$ cat src/rtl/lcdser_pkg.sv
// Shared types and constants for the RGB565 LCD byte stream serializer.
// Holds the payload structs, the queue entry, the configuration write bundle
// and the controller command codes. Depends on nothing.
package lcdser_pkg;

    // Default window limits and queue depth.
    localparam int MAX_COLUMNS_DEF = 240;
    localparam int MAX_ROWS_DEF    = 320;
    localparam int QUEUE_DEPTH_DEF = 2;

    // Configuration register sizes and reset values.
    localparam int WIDTH_W     = 8;
    localparam int HEIGHT_W    = 9;
    localparam int CFG_DATA_W  = 9;
    localparam int CFG_INDEX_W = 2;
    localparam int COUNT_W     = 17;

    localparam logic [WIDTH_W-1:0]  WIDTH_RESET  = 8'd240;
    localparam logic [HEIGHT_W-1:0] HEIGHT_RESET = 9'd320;

    // Register indexes of the configuration port.
    localparam logic [CFG_INDEX_W-1:0] REG_FRAME_WIDTH  = 2'd0;
    localparam logic [CFG_INDEX_W-1:0] REG_FRAME_HEIGHT = 2'd1;

    // Controller command codes of the window header.
    localparam logic [7:0] CMD_COLUMN_SET = 8'h2A;
    localparam logic [7:0] CMD_ROW_SET    = 8'h2B;
    localparam logic [7:0] CMD_MEM_WRITE  = 8'h2C;
    localparam logic [7:0] BYTE_ZERO      = 8'h00;

    // One input pixel.
    typedef struct packed {
        logic [7:0] red;
        logic [7:0] green;
        logic [7:0] blue;
    } pixel_t;

    // One byte of the output stream.
    typedef struct packed {
        logic [7:0] out_byte;
        logic       is_data;
        logic       run_last;
        logic       frame_done;
    } lcd_byte_t;

    // Classified pixel waiting for the byte sequencer.
    typedef struct packed {
        logic [15:0]         color;
        logic                header;
        logic                done;
        logic [WIDTH_W-1:0]  col_end;
        logic [HEIGHT_W-1:0] row_end;
    } queue_entry_t;

    // One configuration write.
    typedef struct packed {
        logic                   we;
        logic [CFG_INDEX_W-1:0] index;
        logic [CFG_DATA_W-1:0]  wdata;
    } cfg_write_t;

endpackage

$ cat src/rtl/lcd_frame_rgb565_serializer_unit.sv
// An accepted pixel passes a queue slot, the sequencer entry register and the registered
// output stage. A frame's first pixel also sends the window header; the byte sequencer
// emits one byte per cycle unless m_ready stalls; the two-entry queue lets input continue.
// Reset: synchronous, active low; width 240, height 320, pixel count zero, queue empty.
// Top level: instantiates front end, queue and byte sequencer. Depends on lcdser_pkg.
module lcd_frame_rgb565_serializer_unit #(
    parameter int MAX_COLUMNS = lcdser_pkg::MAX_COLUMNS_DEF,
    parameter int MAX_ROWS    = lcdser_pkg::MAX_ROWS_DEF,
    parameter int QUEUE_DEPTH = lcdser_pkg::QUEUE_DEPTH_DEF
) (
    input  logic                                aclk,
    input  logic                                aresetn,
    input  logic                                cfg_we,
    input  logic [lcdser_pkg::CFG_INDEX_W-1:0]  cfg_index,
    input  logic [lcdser_pkg::CFG_DATA_W-1:0]   cfg_wdata,
    input  logic                                s_valid,
    output logic                                s_ready,
    input  lcdser_pkg::pixel_t                  s_data,
    output logic                                m_valid,
    input  logic                                m_ready,
    output lcdser_pkg::lcd_byte_t               m_data
);

    lcdser_pkg::cfg_write_t   cfg;
    logic                     push_valid;
    logic                     push_ready;
    lcdser_pkg::queue_entry_t push_data;
    logic                     pop_valid;
    logic                     pop_ready;
    lcdser_pkg::queue_entry_t pop_data;

    // Bundle the configuration write.
    always_comb begin
        cfg.we    = cfg_we;
        cfg.index = cfg_index;
        cfg.wdata = cfg_wdata;
    end

    lcdser_front #(
        .MAX_COLUMNS (MAX_COLUMNS),
        .MAX_ROWS    (MAX_ROWS)
    ) u_front (
        .aclk       (aclk),
        .aresetn    (aresetn),
        .cfg        (cfg),
        .s_valid    (s_valid),
        .s_ready    (s_ready),
        .s_data     (s_data),
        .push_valid (push_valid),
        .push_ready (push_ready),
        .push_data  (push_data)
    );

    lcdser_queue #(
        .DEPTH (QUEUE_DEPTH)
    ) u_queue (
        .aclk       (aclk),
        .aresetn    (aresetn),
        .push_valid (push_valid),
        .push_ready (push_ready),
        .push_data  (push_data),
        .pop_valid  (pop_valid),
        .pop_ready  (pop_ready),
        .pop_data   (pop_data)
    );

    lcdser_back u_back (
        .aclk      (aclk),
        .aresetn   (aresetn),
        .pop_valid (pop_valid),
        .pop_ready (pop_ready),
        .pop_data  (pop_data),
        .m_valid   (m_valid),
        .m_ready   (m_ready),
        .m_data    (m_data)
    );

endmodule

$ cat src/rtl/lcdser_front.sv
// Front end of the serializer: configuration registers, pixel counter and
// RGB565 packing. Pushes one classified entry per pixel into the queue.
// Depends on lcdser_pkg.
module lcdser_front #(
    parameter int MAX_COLUMNS = lcdser_pkg::MAX_COLUMNS_DEF,
    parameter int MAX_ROWS    = lcdser_pkg::MAX_ROWS_DEF
) (
    input  logic                      aclk,
    input  logic                      aresetn,
    input  lcdser_pkg::cfg_write_t    cfg,
    input  logic                      s_valid,
    output logic                      s_ready,
    input  lcdser_pkg::pixel_t        s_data,
    output logic                      push_valid,
    input  logic                      push_ready,
    output lcdser_pkg::queue_entry_t  push_data
);

    logic [lcdser_pkg::WIDTH_W-1:0]  frame_width_reg, frame_width_next;
    logic [lcdser_pkg::HEIGHT_W-1:0] frame_height_reg, frame_height_next;
    logic [lcdser_pkg::COUNT_W-1:0]  pixel_count_reg, pixel_count_next;

    logic [lcdser_pkg::WIDTH_W-1:0]  width_used;
    logic [lcdser_pkg::HEIGHT_W-1:0] height_used;
    logic [lcdser_pkg::COUNT_W-1:0]  frame_total;
    logic [lcdser_pkg::COUNT_W-1:0]  count_inc;
    logic                            frame_end;
    logic                            accept;

    // Window sizes: zero counts as one, and each is capped at its limit.
    always_comb begin
        width_used = frame_width_reg;
        if (width_used == '0) begin
            width_used = lcdser_pkg::WIDTH_W'(1);
        end
        if (32'(width_used) > MAX_COLUMNS) begin
            width_used = lcdser_pkg::WIDTH_W'(MAX_COLUMNS);
        end
        height_used = frame_height_reg;
        if (height_used == '0) begin
            height_used = lcdser_pkg::HEIGHT_W'(1);
        end
        if (32'(height_used) > MAX_ROWS) begin
            height_used = lcdser_pkg::HEIGHT_W'(MAX_ROWS);
        end
    end

    assign frame_total = lcdser_pkg::COUNT_W'(width_used) * lcdser_pkg::COUNT_W'(height_used);
    assign count_inc   = pixel_count_reg + lcdser_pkg::COUNT_W'(1);
    assign frame_end   = (count_inc >= frame_total);

    assign s_ready    = push_ready;
    assign accept     = s_valid && push_ready;
    assign push_valid = s_valid;

    // Classified entry for the sequencer.
    always_comb begin
        push_data.color   = {s_data.red[7:3], s_data.green[7:2], s_data.blue[7:3]};
        push_data.header  = (pixel_count_reg == '0);
        push_data.done    = frame_end;
        push_data.col_end = width_used - lcdser_pkg::WIDTH_W'(1);
        push_data.row_end = height_used - lcdser_pkg::HEIGHT_W'(1);
    end

    // Next values of the configuration registers and the pixel counter.
    always_comb begin
        frame_width_next  = frame_width_reg;
        frame_height_next = frame_height_reg;
        pixel_count_next  = pixel_count_reg;
        if (cfg.we) begin
            case (cfg.index)
                lcdser_pkg::REG_FRAME_WIDTH: begin
                    frame_width_next = cfg.wdata[lcdser_pkg::WIDTH_W-1:0];
                end
                lcdser_pkg::REG_FRAME_HEIGHT: begin
                    frame_height_next = cfg.wdata[lcdser_pkg::HEIGHT_W-1:0];
                end
                default: begin
                end
            endcase
        end
        if (accept) begin
            pixel_count_next = frame_end ? '0 : count_inc;
        end
    end

    always_ff @(posedge aclk) begin
        if (!aresetn) begin
            frame_width_reg  <= lcdser_pkg::WIDTH_RESET;
            frame_height_reg <= lcdser_pkg::HEIGHT_RESET;
            pixel_count_reg  <= '0;
        end else begin
            frame_width_reg  <= frame_width_next;
            frame_height_reg <= frame_height_next;
            pixel_count_reg  <= pixel_count_next;
        end
    end

endmodule

$ cat src/rtl/lcdser_queue.sv
// Small queue of classified pixels between the front end and the sequencer.
// Register-based storage with read and write pointers and a fill count.
// Depends on lcdser_pkg.
module lcdser_queue #(
    parameter int DEPTH = lcdser_pkg::QUEUE_DEPTH_DEF
) (
    input  logic                      aclk,
    input  logic                      aresetn,
    input  logic                      push_valid,
    output logic                      push_ready,
    input  lcdser_pkg::queue_entry_t  push_data,
    output logic                      pop_valid,
    input  logic                      pop_ready,
    output lcdser_pkg::queue_entry_t  pop_data
);

    localparam int PTR_W = (DEPTH > 1) ? $clog2(DEPTH) : 1;
    localparam int CNT_W = $clog2(DEPTH + 1);

    lcdser_pkg::queue_entry_t slots_reg [DEPTH];
    logic [PTR_W-1:0] wr_ptr_reg, wr_ptr_next;
    logic [PTR_W-1:0] rd_ptr_reg, rd_ptr_next;
    logic [CNT_W-1:0] fill_reg, fill_next;
    logic             do_push;
    logic             do_pop;

    assign push_ready = (fill_reg != CNT_W'(DEPTH));
    assign pop_valid  = (fill_reg != '0);
    assign pop_data   = slots_reg[rd_ptr_reg];
    assign do_push    = push_valid && push_ready;
    assign do_pop     = pop_valid && pop_ready;

    // Pointer wrap and fill count.
    always_comb begin
        wr_ptr_next = wr_ptr_reg;
        rd_ptr_next = rd_ptr_reg;
        fill_next   = fill_reg;
        if (do_push) begin
            wr_ptr_next = (wr_ptr_reg == PTR_W'(DEPTH - 1)) ? '0 : wr_ptr_reg + PTR_W'(1);
        end
        if (do_pop) begin
            rd_ptr_next = (rd_ptr_reg == PTR_W'(DEPTH - 1)) ? '0 : rd_ptr_reg + PTR_W'(1);
        end
        case ({do_push, do_pop})
            2'b10:   fill_next = fill_reg + CNT_W'(1);
            2'b01:   fill_next = fill_reg - CNT_W'(1);
            default: fill_next = fill_reg;
        endcase
    end

    always_ff @(posedge aclk) begin
        if (!aresetn) begin
            wr_ptr_reg <= '0;
            rd_ptr_reg <= '0;
            fill_reg   <= '0;
        end else begin
            wr_ptr_reg <= wr_ptr_next;
            rd_ptr_reg <= rd_ptr_next;
            fill_reg   <= fill_next;
        end
    end

    // Entry storage needs no reset.
    always_ff @(posedge aclk) begin
        if (do_push) begin
            slots_reg[wr_ptr_reg] <= push_data;
        end
    end

endmodule

$ cat src/rtl/lcdser_back.sv
// Byte sequencer of the serializer: walks the window header of a frame's first pixel and
// the two color bytes of each queued pixel into a registered output stage.
// Depends on lcdser_pkg.
module lcdser_back (
    input  logic                      aclk,
    input  logic                      aresetn,
    input  logic                      pop_valid,
    output logic                      pop_ready,
    input  lcdser_pkg::queue_entry_t  pop_data,
    output logic                      m_valid,
    input  logic                      m_ready,
    output lcdser_pkg::lcd_byte_t     m_data
);

    typedef enum logic [3:0] {
        STEP_COL_CMD   = 4'd0,
        STEP_COL_SH    = 4'd1,
        STEP_COL_SL    = 4'd2,
        STEP_COL_EH    = 4'd3,
        STEP_COL_EL    = 4'd4,
        STEP_ROW_CMD   = 4'd5,
        STEP_ROW_SH    = 4'd6,
        STEP_ROW_SL    = 4'd7,
        STEP_ROW_EH    = 4'd8,
        STEP_ROW_EL    = 4'd9,
        STEP_WRITE_CMD = 4'd10,
        STEP_PIX_HI    = 4'd11,
        STEP_PIX_LO    = 4'd12
    } step_t;

    step_t                    step_reg, step_next;
    logic                     busy_reg, busy_next;
    logic                     m_valid_reg, m_valid_next;
    lcdser_pkg::lcd_byte_t    m_data_reg, m_data_next;
    lcdser_pkg::queue_entry_t entry_reg, entry_next;
    lcdser_pkg::lcd_byte_t    cur_byte;
    logic                     out_free;
    logic                     can_load;

    assign m_valid  = m_valid_reg;
    assign m_data   = m_data_reg;
    assign out_free = !m_valid_reg || m_ready;

    // Byte for the current step.
    always_comb begin
        cur_byte.out_byte   = lcdser_pkg::BYTE_ZERO;
        cur_byte.is_data    = 1'b1;
        cur_byte.run_last   = 1'b0;
        cur_byte.frame_done = 1'b0;
        case (step_reg)
            STEP_COL_CMD: begin
                cur_byte.out_byte = lcdser_pkg::CMD_COLUMN_SET;
                cur_byte.is_data  = 1'b0;
            end
            STEP_COL_SH, STEP_COL_SL, STEP_COL_EH,
            STEP_ROW_SH, STEP_ROW_SL: begin
                cur_byte.out_byte = lcdser_pkg::BYTE_ZERO;
            end
            STEP_COL_EL: begin
                cur_byte.out_byte = entry_reg.col_end;
            end
            STEP_ROW_CMD: begin
                cur_byte.out_byte = lcdser_pkg::CMD_ROW_SET;
                cur_byte.is_data  = 1'b0;
            end
            STEP_ROW_EH: begin
                cur_byte.out_byte = {7'd0, entry_reg.row_end[8]};
            end
            STEP_ROW_EL: begin
                cur_byte.out_byte = entry_reg.row_end[7:0];
            end
            STEP_WRITE_CMD: begin
                cur_byte.out_byte = lcdser_pkg::CMD_MEM_WRITE;
                cur_byte.is_data  = 1'b0;
            end
            STEP_PIX_HI: begin
                cur_byte.out_byte = entry_reg.color[15:8];
            end
            STEP_PIX_LO: begin
                cur_byte.out_byte   = entry_reg.color[7:0];
                cur_byte.run_last   = 1'b1;
                cur_byte.frame_done = entry_reg.done;
            end
            default: begin
            end
        endcase
    end

    // A new entry is taken when idle or while the last byte goes out.
    assign can_load  = !busy_reg || (out_free && (step_reg == STEP_PIX_LO));
    assign pop_ready = can_load;

    always_comb begin
        step_next    = step_reg;
        busy_next    = busy_reg;
        m_valid_next = m_valid_reg;
        m_data_next  = m_data_reg;
        entry_next   = entry_reg;
        if (out_free) begin
            m_valid_next = busy_reg;
            if (busy_reg) begin
                m_data_next = cur_byte;
                if (step_reg == STEP_PIX_LO) begin
                    busy_next = 1'b0;
                end else begin
                    step_next = step_t'(step_reg + 4'd1);
                end
            end
        end
        if (can_load && pop_valid) begin
            entry_next = pop_data;
            busy_next  = 1'b1;
            step_next  = pop_data.header ? STEP_COL_CMD : STEP_PIX_HI;
        end
    end

    always_ff @(posedge aclk) begin
        if (!aresetn) begin
            step_reg    <= STEP_COL_CMD;
            busy_reg    <= 1'b0;
            m_valid_reg <= 1'b0;
        end else begin
            step_reg    <= step_next;
            busy_reg    <= busy_next;
            m_valid_reg <= m_valid_next;
        end
    end

    // Payload registers need no reset.
    always_ff @(posedge aclk) begin
        m_data_reg <= m_data_next;
        entry_reg  <= entry_next;
    end

endmodule
$ cat config.mk
export PLATFORM = sky130hd
export DESIGN_NAME = lcd_frame_rgb565_serializer_unit
export DESIGN_NICKNAME = d
export VERILOG_FILES = /design/src/rtl/lcdser_pkg.sv /design/src/rtl/lcd_frame_rgb565_serializer_unit.sv /design/src/rtl/lcdser_front.sv /design/src/rtl/lcdser_queue.sv /design/src/rtl/lcdser_back.sv
export SDC_FILE = /design/constraint.sdc
export NUM_CORES = 1
export LEC_CHECK = 0
export BUFFER_PORTS_ARGS = -buffer_cell sky130_fd_sc_hd__buf_2
export CAP_MARGIN = 20
export CORE_MARGIN = 2
export CORE_UTILIZATION = 24
export CTS_BUF_LIST = sky130_fd_sc_hd__clkbuf_4 sky130_fd_sc_hd__clkbuf_8
export DETAILED_ROUTE_END_ITERATION = 8
export PLACE_DENSITY = 0.4
export SLEW_MARGIN = 10
export SYNTH_ARGS = -nofsm -noshare
export SYNTH_HDL_FRONTEND = slang
export SYNTH_SLANG_ARGS = --single-unit
$ cat constraint.sdc
create_clock -name aclk -period 7.6 [get_ports aclk]
set_clock_uncertainty 0.05 [all_clocks]
set_input_delay 1.52 -clock aclk [delete_from_list [all_inputs] [get_ports aclk]]
set_output_delay 1.52 -clock aclk [all_outputs]
set_load 0.02 [all_outputs]
==> results.md, run 1 <==
- The run finished with clean final reports.
- In the global route stage, overall resource usage came out at 0.109.
- edfxtp_1 takes more of the synthesized area than any other cell.
- The tightest hold margin is 490 ps.
- The critical path is of the register to register type.
- The first global-routing pass estimated 35,200 um of wire.
- The worst setup path is captured at a register.
- Counting flops with a built-in enable in the synthesized netlist gives 115.
- The largest voltage drop on the vdd net is 128 uV.
- The vertical die dimension is 202 um.
- In this run, synthesis produced a sequential element count of 160.
- After routing the design area is 10,800 um2.
- The violation count after the first detailed-route iteration is 333.
- Yosys attributes the largest share of cell area to edfxtp_1 (37%), dfxtp_1 (9.6%), fa_1 (8.9%).
- The total die area is roughly 40,000 um2.
- The final wirelength is 21,300 um.
- In the post-route analysis, the smallest setup slack over all paths is 599 ps.
- After synthesis, the mean cell area works out to about 11 um2.
- The layout has 4,109 filler cells.
- The max-slew violation total from the final report came to 0.
- Setup repair after global routing left no endpoint under its margin.
- The flip-flop and latch area is 4350 um2.
- For the worst flop-to-flop path, the logic depth is 28.
- In the synthesized netlist the dominant register cell turns out to be edfxtp_1.
- The count of placed standard cells including taps is 1,383.
- The ratio of final minimum period to clock period is 0.921.
- Setup violations remaining at the end of the flow were counted as 0.
- The floorplan core area is roughly 39,000 um2.
- The fraction of synthesized cell area taken by the top area cell type is 0.367.
- The total area of multi-input combinational cells is 4610 um2.
- From synthesis to final layout, the design area changed by 14.4%.
- The number of H-tree levels is 4.
- STA puts the critical path data required time at 7940 ps.
- The critical path buffer and inverter count is 5.
- OpenSTA, run right after detailed placement, puts the worst setup slack at 108 ps.
- The maximum number of buffers from clock root to sink is 2.
- The largest incremental delay on the critical path is 550 ps.
- The total power draw is 2.54 mW.
- The cell row count is 72.
- After the last flow step, the layout net total stands at 1,029.
- The total clock buffers created by CTS is 17.
- Clock latency on the worst-skew pair, taken at its later pin, is 440 ps.
- The initial utilization of the core area, before any placement, comes to 0.243.
- Of all nets on the critical path, the largest fanout is 5.
- The count of non-filler cells in the finished layout is 1,416.
- The worst setup path is launched from a register.
- The register with the most flip-flops in the layout has 70 of them.
- The routed design could run at a clock period as short as 7000 ps.
- The class of the tightest hold or removal check is register to register.
- The clock-pin slew on the worst setup and hold paths is 110 ps.
- The first detailed-routing pass took 4 iterations.
- Along the worst hold path, the cell count comes to 1.
- In this run the tool buffered the top-level ports with 44 buffer cells.
- The number of cells produced by synthesis is 839.
- The via count of the first global-routing pass is around 6,400.
- In this run the cell area measured after placement is 10,300 um2.
- The share of the Yosys chip area taken by registers is 0.462.
- The kind of cell with the highest combined delay along the critical path is adder cells.
- In this run the static leakage power is 4.28 nW.
- The initial antenna violation count came to 0.
- The launch instance of the worst min-delay path is u_front.pixel_count_reg[1]$_SDFFE_PN0P_.
- Counting every net in the synthesized netlist gives slightly below 1,000.
- The mapped cell area is approximately 9400 um2.
- The remaining routing DRC violations is 0.
- Once detail routing completed, the nets flagged for antenna violations numbered 0.
- TritonCTS built the clock tree.
- The clock root buffer is clkbuf_8.
- The Yosys warning count is 0.
- For this block, the via count after detailed routing is 6,146.
- In the final timing run, aggregate negative setup slack is 0 ps.
- The number of failing hold endpoints at the final stage was 0.
- Detailed placement finished with a half-perimeter wire length of 15,200 um.
- By count the netlist is led by edfxtp_1 (115), inv_1 (82), ha_1 (63), nand2_1 (56), nor2_1 (56).
- The capturing point of the worst reg2reg path is u_front.pixel_count_reg[14]$_SDFFE_PN0P_.
- For this design the ratio of total power to cell area is approximately 240 nW/um2.
- The detailed-route wire length per cell is about 15 um.
- The total clock sinks is 160.
- The actual transition at the worst max-transition pin is 997 ps.
- The fraction of layout cells with a size suffix above 1 is 0.164.
- The maximum frequency from static timing analysis is 143 MHz.
- The final weighted congestion in routability-driven placement is ~0.75.
- The die is approximately 200 um wide.
- The sink of the worst hold path is u_front.pixel_count_reg[1]$_SDFFE_PN0P_.
- The data arrival time at the worst-slack endpoint is 7340 ps.
- The remaining max-slew budget at the tightest pin is 0.334.
- The beginning of the worst register-to-register path is u_front.frame_height_reg[4]$_SDFFE_PN0P_.
- The most common cell in the synthesized netlist is edfxtp_1.
- After synthesis, the share of flip-flops with an asynchronous set or reset is 0.
- The post-detailed-route via-to-cell ratio is 4.34.
- On the critical path, the stage with the largest delay is an instance of fa_1.
- The maximum number of pins on one net before global-route repair is 38.
- Across the run, the number of max-cap violations was 0.
- For this run, the share of the core covered by cells in the final layout is 0.278.
- The total I/O pin count is 53.
- The worst register-to-register path has a setup slack of 600 ps.
- For this run the aggregate overflow at the end of global routing stands at 0.
- The number of different library cells used by synthesis comes to between 60 and 70.
placed cells by master, fill, tap and decap left out, drive strengths merged, types with 26 or more instances in the layout:
cell type	count
and3	27
buf	68
dfxtp	45
edfxtp	115
fa	42
ha	63
inv	90
mux2	35
nand2	56
nor2	57
o21ai	28
xnor2	26
per-layer routing:
layer / track usage / wire [um]
met3: 0.0182 / 569
met1: 0.148 / 10400
met2: 0.181 / 10200
met5: 0 / 0
met4: 0.0235 / 119
final cells by class:
class / count / share of cell area
Multi-Input combinational cell: 555 / 0.427
Tap cell: 518 / 0.0601
Timing Repair Buffer: 68 / 0.0371
Clock inverter: 14 / 0.0202
Sequential cell: 160 / 0.404
Inverter: 82 / 0.0286
Antenna cell: 1 / 0.000232
Clock buffer: 18 / 0.0224
worst register-to-register path, delay by kind of cell, from the launching register on:
family                     cells  cell delay, ps
AOI/OAI and AO/OA              7            1140
xor gates and xnor gates       1             140
adders and majority gates      6            2760
buffers and inverters          5             430
DFF                            1             320
and+or+nand+nor                9            2110
how the worst max path moves through the flow:
| stage | from | to | slack, ps | cells past startpoint |
|---|---|---|---|---|
| finish | u_front.frame_height_reg[4]$_SDFFE_PN0P_ | u_front.pixel_count_reg[14]$_SDFFE_PN0P_ | 600 | 28 |
| CTS | u_front.frame_height_reg[0]$_SDFFE_PN0P_ | u_front.pixel_count_reg[5]$_SDFFE_PN0P_ | 60 | 26 |
| global route | u_front.frame_height_reg[4]$_SDFFE_PN0P_ | u_front.pixel_count_reg[11]$_SDFFE_PN0P_ | 20 | 27 |
| global placement | u_front.frame_height_reg[0]$_SDFFE_PN0P_ | u_front.pixel_count_reg[5]$_SDFFE_PN0P_ | 90 | 26 |
| detailed placement | u_front.frame_height_reg[0]$_SDFFE_PN0P_ | u_front.pixel_count_reg[5]$_SDFFE_PN0P_ | 110 | 26 |
| floorplan | u_front.frame_height_reg[4]$_SDFFE_PN0P_ | u_front.pixel_count_reg[10]$_SDFFE_PN0P_ | 1200 | 28 |
power by group:
group	switching, mW	total (mW)	internal (mW)
logic	0.358	0.589	0.230
clock network	0.353	0.730	0.377
registers	0.0734	1.22	1.15
timing repair:
action                                  CTS  global route
endpoints found under the setup margin    0            12
setup buffers                             0             0
endpoints found under the hold margin     0             0
gates resized for setup                   0             3
hold buffers                              0             0
kinds of logic (layout without fill, tap and decap cells):
logic type,count (synthesis),after routing,share of synthesized area
buffers and inverters,124,182,0.0515
adder cells (fa/ha/maj),105,105,0.173
other,0,1,0
AND/OR/NAND/NOR,235,235,0.126
AO/OA/AOI/OAI,119,119,0.0862
flip-flops,160,160,0.462
XOR/XNOR,42,42,0.0391
multiplexers,54,54,0.0620
Power figures use the tool's default switching activity.
==> run 2: changes to the inputs <==
--- a/config.mk
+++ b/config.mk
@@ -8,9 +8,11 @@
 export BUFFER_PORTS_ARGS = -buffer_cell sky130_fd_sc_hd__buf_2
 export CAP_MARGIN = 20
+export CELL_PAD_IN_SITES_DETAIL_PLACEMENT = 0
+export CELL_PAD_IN_SITES_GLOBAL_PLACEMENT = 1
 export CORE_MARGIN = 2
 export CORE_UTILIZATION = 24
 export CTS_BUF_LIST = sky130_fd_sc_hd__clkbuf_4 sky130_fd_sc_hd__clkbuf_8
 export DETAILED_ROUTE_END_ITERATION = 8
-export PLACE_DENSITY = 0.4
+export PLACE_DENSITY = 0.47
 export SLEW_MARGIN = 10
 export SYNTH_ARGS = -nofsm -noshare
--- a/constraint.sdc
+++ b/constraint.sdc
@@ -3,3 +3,3 @@
 set_input_delay 1.52 -clock aclk [delete_from_list [all_inputs] [get_ports aclk]]
 set_output_delay 1.52 -clock aclk [all_outputs]
-set_load 0.02 [all_outputs]
+set_load 0.1 [all_outputs]
==> results.md, run 2 (same netlist as run 1, synthesis figures left out) <==
- Along the worst path, the maximum fanout reaches 5.
- The pre-antenna-repair detailed-routing pass consisted of 5 iterations.
- The clock insertion delay at the later pin of the skew report is 460 ps.
- The core region is 38,700 um2.
- At the placement stage, the worst setup path has a slack of 44.0 ps.
- The via total after detailed routing is approximately 6,100.
- The post-detailed-route via-to-cell ratio is about 4.3.
- The critical path buffer and inverter count is 5.
- The H-tree was split into 4 levels.
- In the layout the commonest cells are edfxtp_1 (115), inv_1 (82), ha_1 (63), nand2_1 (56), nor2_1 (54).
- The net load switching power is 0.912 mW.
- The class of the tightest hold or removal check is register to register.
- Setup repair after global routing left no endpoint under its margin.
- The cell row count is 72.
- The initial antenna violation count is 0.
- The capture point of the worst path is u_front.pixel_count_reg[14]$_SDFFE_PN0P_.
- The global-route congestion overflow total is 0.
- Dividing total power by cell area gives a power density of 239 nW/um2.
- Of the total power, combinational logic draws 0.276.
- Detailed placement ended at an HPWL of 15,900 um.
- The number of hold buffers added after CTS was 0.
- The final antenna diode count is 0.
- The total I/O pin count is 53.
- Port buffering added 44 buffers.
- The analysis attributes to cell leakage a power of 4.28 nW.
- The power share of the clock group is 0.250.
- At the pin with the least slew margin, the transition time is 946 ps.
- The final net count is 1,034.
- The run finished with clean final reports.
- In the routed design, unresolved DRC markers number 0.
- Across all register-to-register paths, the minimum setup slack is 650 ps.
- The filler cells instantiated in the layout total 4,101.
- The final instance area is ~11,000 um2.
- By startpoint and endpoint, the worst setup path is classified as register to register.
- The number of failing hold endpoints at the final stage came to 0.
- The slack of the critical path is roughly 650 ps.
- Leaving out fill and tap cells, the most frequent cell in the layout is edfxtp_1.
- In this run the number of cells on the critical path is 28.
- In this run the critical register-to-register path is captured at u_front.pixel_count_reg[14]$_SDFFE_PN0P_.
- The number of antenna-violating nets in the routed design is 0.
- The fraction of layout cells with a size suffix above 1 is 0.169.
- The largest voltage drop on the vdd net is roughly 110 uV.
- Subtracting the final worst setup slack from the clock period gives 6950 ps.
- The total negative slack for setup checks is 0 ps.
- The final count of negative-setup-slack endpoints is 0.
- In this run the clock root is driven by a clkbuf_8.
- After detailed routing, the average wire length per cell comes to 15.4 um.
- The via count of the first global-routing pass is 6,350.
- The internal portion of the total power is 1.67 mW.
- The total clock sinks is 160.
- The clock tree from TritonCTS is built.
- The kind of cell adding the most delay to the critical path is adder cells.
- The clock-pin slew on the worst setup and hold paths is approximately 100 ps.
- The beginning of the worst register-to-register path is u_front.frame_height_reg[4]$_SDFFE_PN0P_.
- The count of non-filler cells in the finished layout is 1,420.
- Summing all placed instances gives a cell area of 10,400 um2.
- The most critical setup path has its startpoint at u_front.frame_height_reg[4]$_SDFFE_PN0P_.
- The maximum frequency from static timing analysis is 144 MHz.
- The number of placed instances, taps included, is between 1,000 and 1,500.
- The max-slew violation total from the final report is 0.
- The proportion of total power due to net switching is 0.354.
- After the first detailed-routing iteration, the DRC count stood at 299.
- Data on the critical path arrives at its endpoint at 7280 ps.
- Dividing the final minimum period by the clock period gives 0.914.
- The worst setup path is launched from a register.
- The kind of capture point of the worst setup path is a register.
- From bottom edge to top edge, the die measures 202 um.
- The global-route usage over all layers is 0.112.
- For this configuration, the core starts out at a cell density of 0.243.
- The final weighted congestion in routability-driven placement is 0.754.
- Of the total power, registers draw 0.474.
- Summed over all layers, the routed wires come to 21,900 um.
- The number of violations of the max-capacitance limit is 0.
- In this run, CTS created clock tree buffers numbering 17.
- For the worst flop-to-flop path, the logic depth is 28.
- Compared with the post-synthesis result, the final layout area differs by 14.5%.
- The total die area is slightly above 40,000 um2.
- The slowest stage of the critical path belongs to the cell or4_1.
- The maximum number of pins on one net before global-route repair is 38.
- The first-pass GRT wire length is roughly 36,000 um.
- The die is 202 um wide.
- The remaining max-slew budget at the tightest pin is 0.366.
- The data required time at the worst endpoint is 7930 ps.
- The largest incremental delay on the critical path is 570 ps.
- The flip-flop count of the largest register, all copies and words added is 70.
- Counting along the longest clock path gives a buffer depth of 2.
[run 2: how the worst min path moves through the flow]
stage	from	to	slack (ps)	cells past startpoint
after global placement	u_front.pixel_count_reg[1]$_SDFFE_PN0P_	u_front.pixel_count_reg[1]$_SDFFE_PN0P_	470	1
after CTS	u_queue.slots_reg[1][9]$_DFFE_PP_	u_back.entry_reg[9]$_DFFE_PP_	490	1
after global routing	u_queue.slots_reg[1][9]$_DFFE_PP_	u_back.entry_reg[9]$_DFFE_PP_	490	1
after floorplan	u_front.pixel_count_reg[1]$_SDFFE_PN0P_	u_front.pixel_count_reg[1]$_SDFFE_PN0P_	430	1
after detailed placement	u_front.pixel_count_reg[1]$_SDFFE_PN0P_	u_front.pixel_count_reg[1]$_SDFFE_PN0P_	480	1
final	u_front.pixel_count_reg[1]$_SDFFE_PN0P_	u_front.pixel_count_reg[1]$_SDFFE_PN0P_	490	1
[run 2: repair_timing]
action                                  in CTS  in global routing
resized for setup                            1                  3
gates cloned                                 0                  0
buffers inserted                             0                  0
pin swaps                                    0                  0
endpoints found under the setup margin       3                 13
endpoints found under the hold margin        0                  0
[run 2: stage by stage]
stage | utilization | hold slack [ps] | power [mW]
floorplan | - | 432 | 1.77
global placement | 0.267 | 470 | 1.97
detailed placement | 0.268 | 475 | 1.97
CTS | 0.278 | 489 | 2.64
global route | 0.278 | 493 | 2.74
finish | 0.278 | 490 | 2.58
[run 2: worst register-to-register path, delay by kind of cell, from the launching register on]
kind | cells | cell delay [ps]
adder cells (fa/ha/maj) | 6 | 2780
flip-flops | 1 | 320
AND/OR/NAND/NOR | 9 | 2100
buffers and inverters | 5 | 420
XOR/XNOR | 1 | 140
AO/OA/AOI/OAI | 7 | 1080
[run 2: power by group through the flow]
stage          clock network (mW)  logic, mW  registers [mW]
2_1_floorplan                   0      0.416            1.35
3_3_place_gp                    0      0.725            1.25
3_5_place_dp                    0      0.730            1.24
4_1_cts                     0.676      0.735            1.23
5_1_grt                     0.703      0.795            1.24
6_report                    0.645      0.713            1.22
[run 2: metal layers]
metal,vias up,share of wire,wire length (um),global-route usage
li1,3049,-,-,-
met4,0,0.0095,207,0.0289
met3,8,0.024,534,0.0176
met1,2942,0.49,10700,0.155
met5,-,0,0,0
met2,58,0.47,10400,0.181
[run 2: cell type report]
cell class | instances | area (um2) | share of cell area
Clock buffer | 19 | 249 | 0.0231
Clock inverter | 13 | 145 | 0.0135
Inverter | 82 | 308 | 0.0286
Multi-Input combinational cell | 555 | 4610 | 0.427
Sequential cell | 160 | 4350 | 0.404
Tap cell | 518 | 648 | 0.0601
Timing Repair Buffer | 73 | 470 | 0.0436
==> run 3: changes to the inputs <==
Settings changed: CTS_BUF_LIST sky130_fd_sc_hd__clkbuf_4 sky130_fd_sc_hd__clkbuf_8 to sky130_fd_sc_hd__clkbuf_2.
==> results.md, run 3 (same netlist as run 1, synthesis figures left out) <==
- The run finished with clean final reports.
- The HPWL after detailed placement is approximately 16,000 um.
- Clock tree synthesis inserted a total of 17 buffers.
- The fraction of layout cells with a size suffix above 1 is 0.169.
- In the final layout, flip-flops and latches occupy 4350 um2.
- Before CTS, the worst setup slack after placement is 44.0 ps.
- The largest individual stage delay along the critical path comes from the cell or4_1.
- In this run the power density over the cells is 228 nW/um2.
- Relative to the synthesized area, the layout overhead comes to 12.8%.
- Along the worst path, the maximum fanout reaches 5.
- In this run the remaining antenna-violating nets after routing total 0.
- By startpoint and endpoint, the worst setup path is classified as register to register.
- In the finished design, the share of the clock period the worst path needs comes to 0.921.
- The setup check on the worst reg-to-reg path leaves a slack of approximately 600 ps.
- The initial antenna violation count was 1.
- Leaving out filler cells and counting taps, the final layout contains 1,421.
- The clock root buffer is clkbuf_2.
- After floorplanning, the core was sized to cover about 39,000 um2.
- The first-pass GRT wire length is approximately 35,000 um.
- The clock-pin slew on the worst setup and hold paths is 300 ps.
- The final wirelength is roughly 22,000 um.
- The flip-flop count of the largest register, all copies and words added is 70.
- The violation count after the first detailed-route iteration is 365.
- At the later pin of the worst-skew pair, clock insertion delay measures 730 ps.
- For the worst setup path, the data required time is 8210 ps.
- The total I/O pin count is 53.
- The die covers about 41,000 um2.
- The number of optimization iterations in the first detailed-route pass is 5.
- After detailed routing, the average wire length per cell comes to 15.3 um.
- The clock tree from TritonCTS is built.
- The maximum number of buffers from clock root to sink is 2.
- Subtracting the final worst setup slack from the clock period gives 7000 ps.
- Across every metal layer, demand over resource in global routing totals 0.111.
- The starting utilization of the core area is 0.243.
- In the final design database the tool counted 1,034 nets.
- The worst setup path is captured at a register.
- The post-route core utilization is 0.274.
- Leaving out fill and tap cells, the most frequent cell in the layout is edfxtp_1.
- In the routed layout, each cell is associated on average with a via count of 4.28.
- The worst setup path is launched from a register.
- For the worst setup path, the data arrival time is 7610 ps.
- The top cell types in the final layout, fill and taps aside, are edfxtp_1 (115), inv_1 (82), ha_1 (63), nand2_1 (56), nor2_1 (54).
- The count of input and output buffers is 44.
- For the pin with the worst max-slew slack, the measured transition is between 900 and 1000 ps.
- On the final layout, the worst hold slack is 469 ps.
- The worst path meets setup with approximately 600 ps of slack.
- In this run the tightest slew margin relative to its limit is 0.351.
- Overall power consumption after layout is estimated at 2.42 mW.
- The number of setup buffers added after CTS is 0.
- The analysis attributes to cell leakage a power of 4.23 nW.
- The number of failing hold endpoints at the final stage is 0.
- Once placement completed, the tool counted placed cells totaling 1,388.
- In the final timing run, aggregate negative setup slack is 0 ps.
- The multi-input combinational cells in the finished layout cover a total of 4610 um2.
- For this run, the slowest stage of the critical path takes 550 ps.
- The number of H-tree levels is 4.
- For this run, design rule violations remaining after detail routing come to 0.
- The max-slew violation total from the final report is 0.
- After routing the design area is 10,600 um2.
- From left edge to right edge, the die measures 202 um.
- Clock tree synthesis found a total of 160 sinks.
- The vertical die dimension is 202 um.
- The cell row count is 72.
- Summing over every cut layer, the via total after detailed routing is between 6,000 and 7,000.
- After global routing the overflow that remains totals 0.
- Setup repair after global routing left no endpoint under its margin.
- The congestion estimate from routability-driven global placement came to around 0.75.
- The tool flagged a number of max-cap violations equal to 0.
- After detailed placement, the total cell area comes to slightly above 10,000 um2.
- Entering global routing, the biggest net connects 38 pins.
- The maximum frequency from static timing analysis is 143 MHz.
- The via count of the first global-routing pass is 6,335.
- The class of the tightest hold or removal check is register to register.
- Across the VDD grid, the largest voltage drop is 99.5 uV.
- The final count of negative-setup-slack endpoints is 0.
- The layout has just over 4,000 filler cells.
run 3: layout make-up:
class                           count  share of cell area
Clock inverter                     13              0.0137
Timing Repair Buffer               73              0.0443
Inverter                           82              0.0290
Tap cell                          518              0.0610
Antenna cell                        1            0.000235
Sequential cell                   160               0.410
Multi-Input combinational cell    555               0.433
Clock buffer                       19             0.00895
run 3: repair_timing:
item,CTS,global route
resized for setup,1,3
hold buffers,0,0
endpoints found under the setup margin,8,13
cloned,0,0
run 3: path summary, 6_finish.rpt:
kind,start,to,cells past startpoint
hold / removal,u_queue.slots_reg[1][9]$_DFFE_PP_,u_back.entry_reg[9]$_DFFE_PP_,1
setup reg to reg,u_front.frame_height_reg[5]$_SDFFE_PN0P_,u_front.pixel_count_reg[14]$_SDFFE_PN0P_,28
hold reg to reg,u_queue.slots_reg[1][9]$_DFFE_PP_,u_back.entry_reg[9]$_DFFE_PP_,1
setup / recovery,u_front.frame_height_reg[5]$_SDFFE_PN0P_,u_front.pixel_count_reg[14]$_SDFFE_PN0P_,28
run 3: worst max-delay path: cells and delay by family, from the launching register on:
family,cells,cell delay [ps]
buffers and inverters,5,420
XOR/XNOR,1,140
AO/OA/AOI/OAI,7,1080
AND/OR/NAND/NOR,9,2080
adder cells (fa/ha/maj),6,2780
flip-flops,1,390
run 3: power breakdown:
group	leakage [nW]	switching [mW]	internal, mW
Combinational	2.72	0.475	0.237
Sequential	1.36	0.0742	1.15
Clock	0.146	0.350	0.138
run 3: per-layer routing:
metal	track usage	part of all wire	up-vias
li1	-	-	3045
met1	0.154	0.49	2963
met2	0.181	0.48	64
met3	0.0171	0.022	8
met4	0.0282	0.0082	0
met5	0	0	-
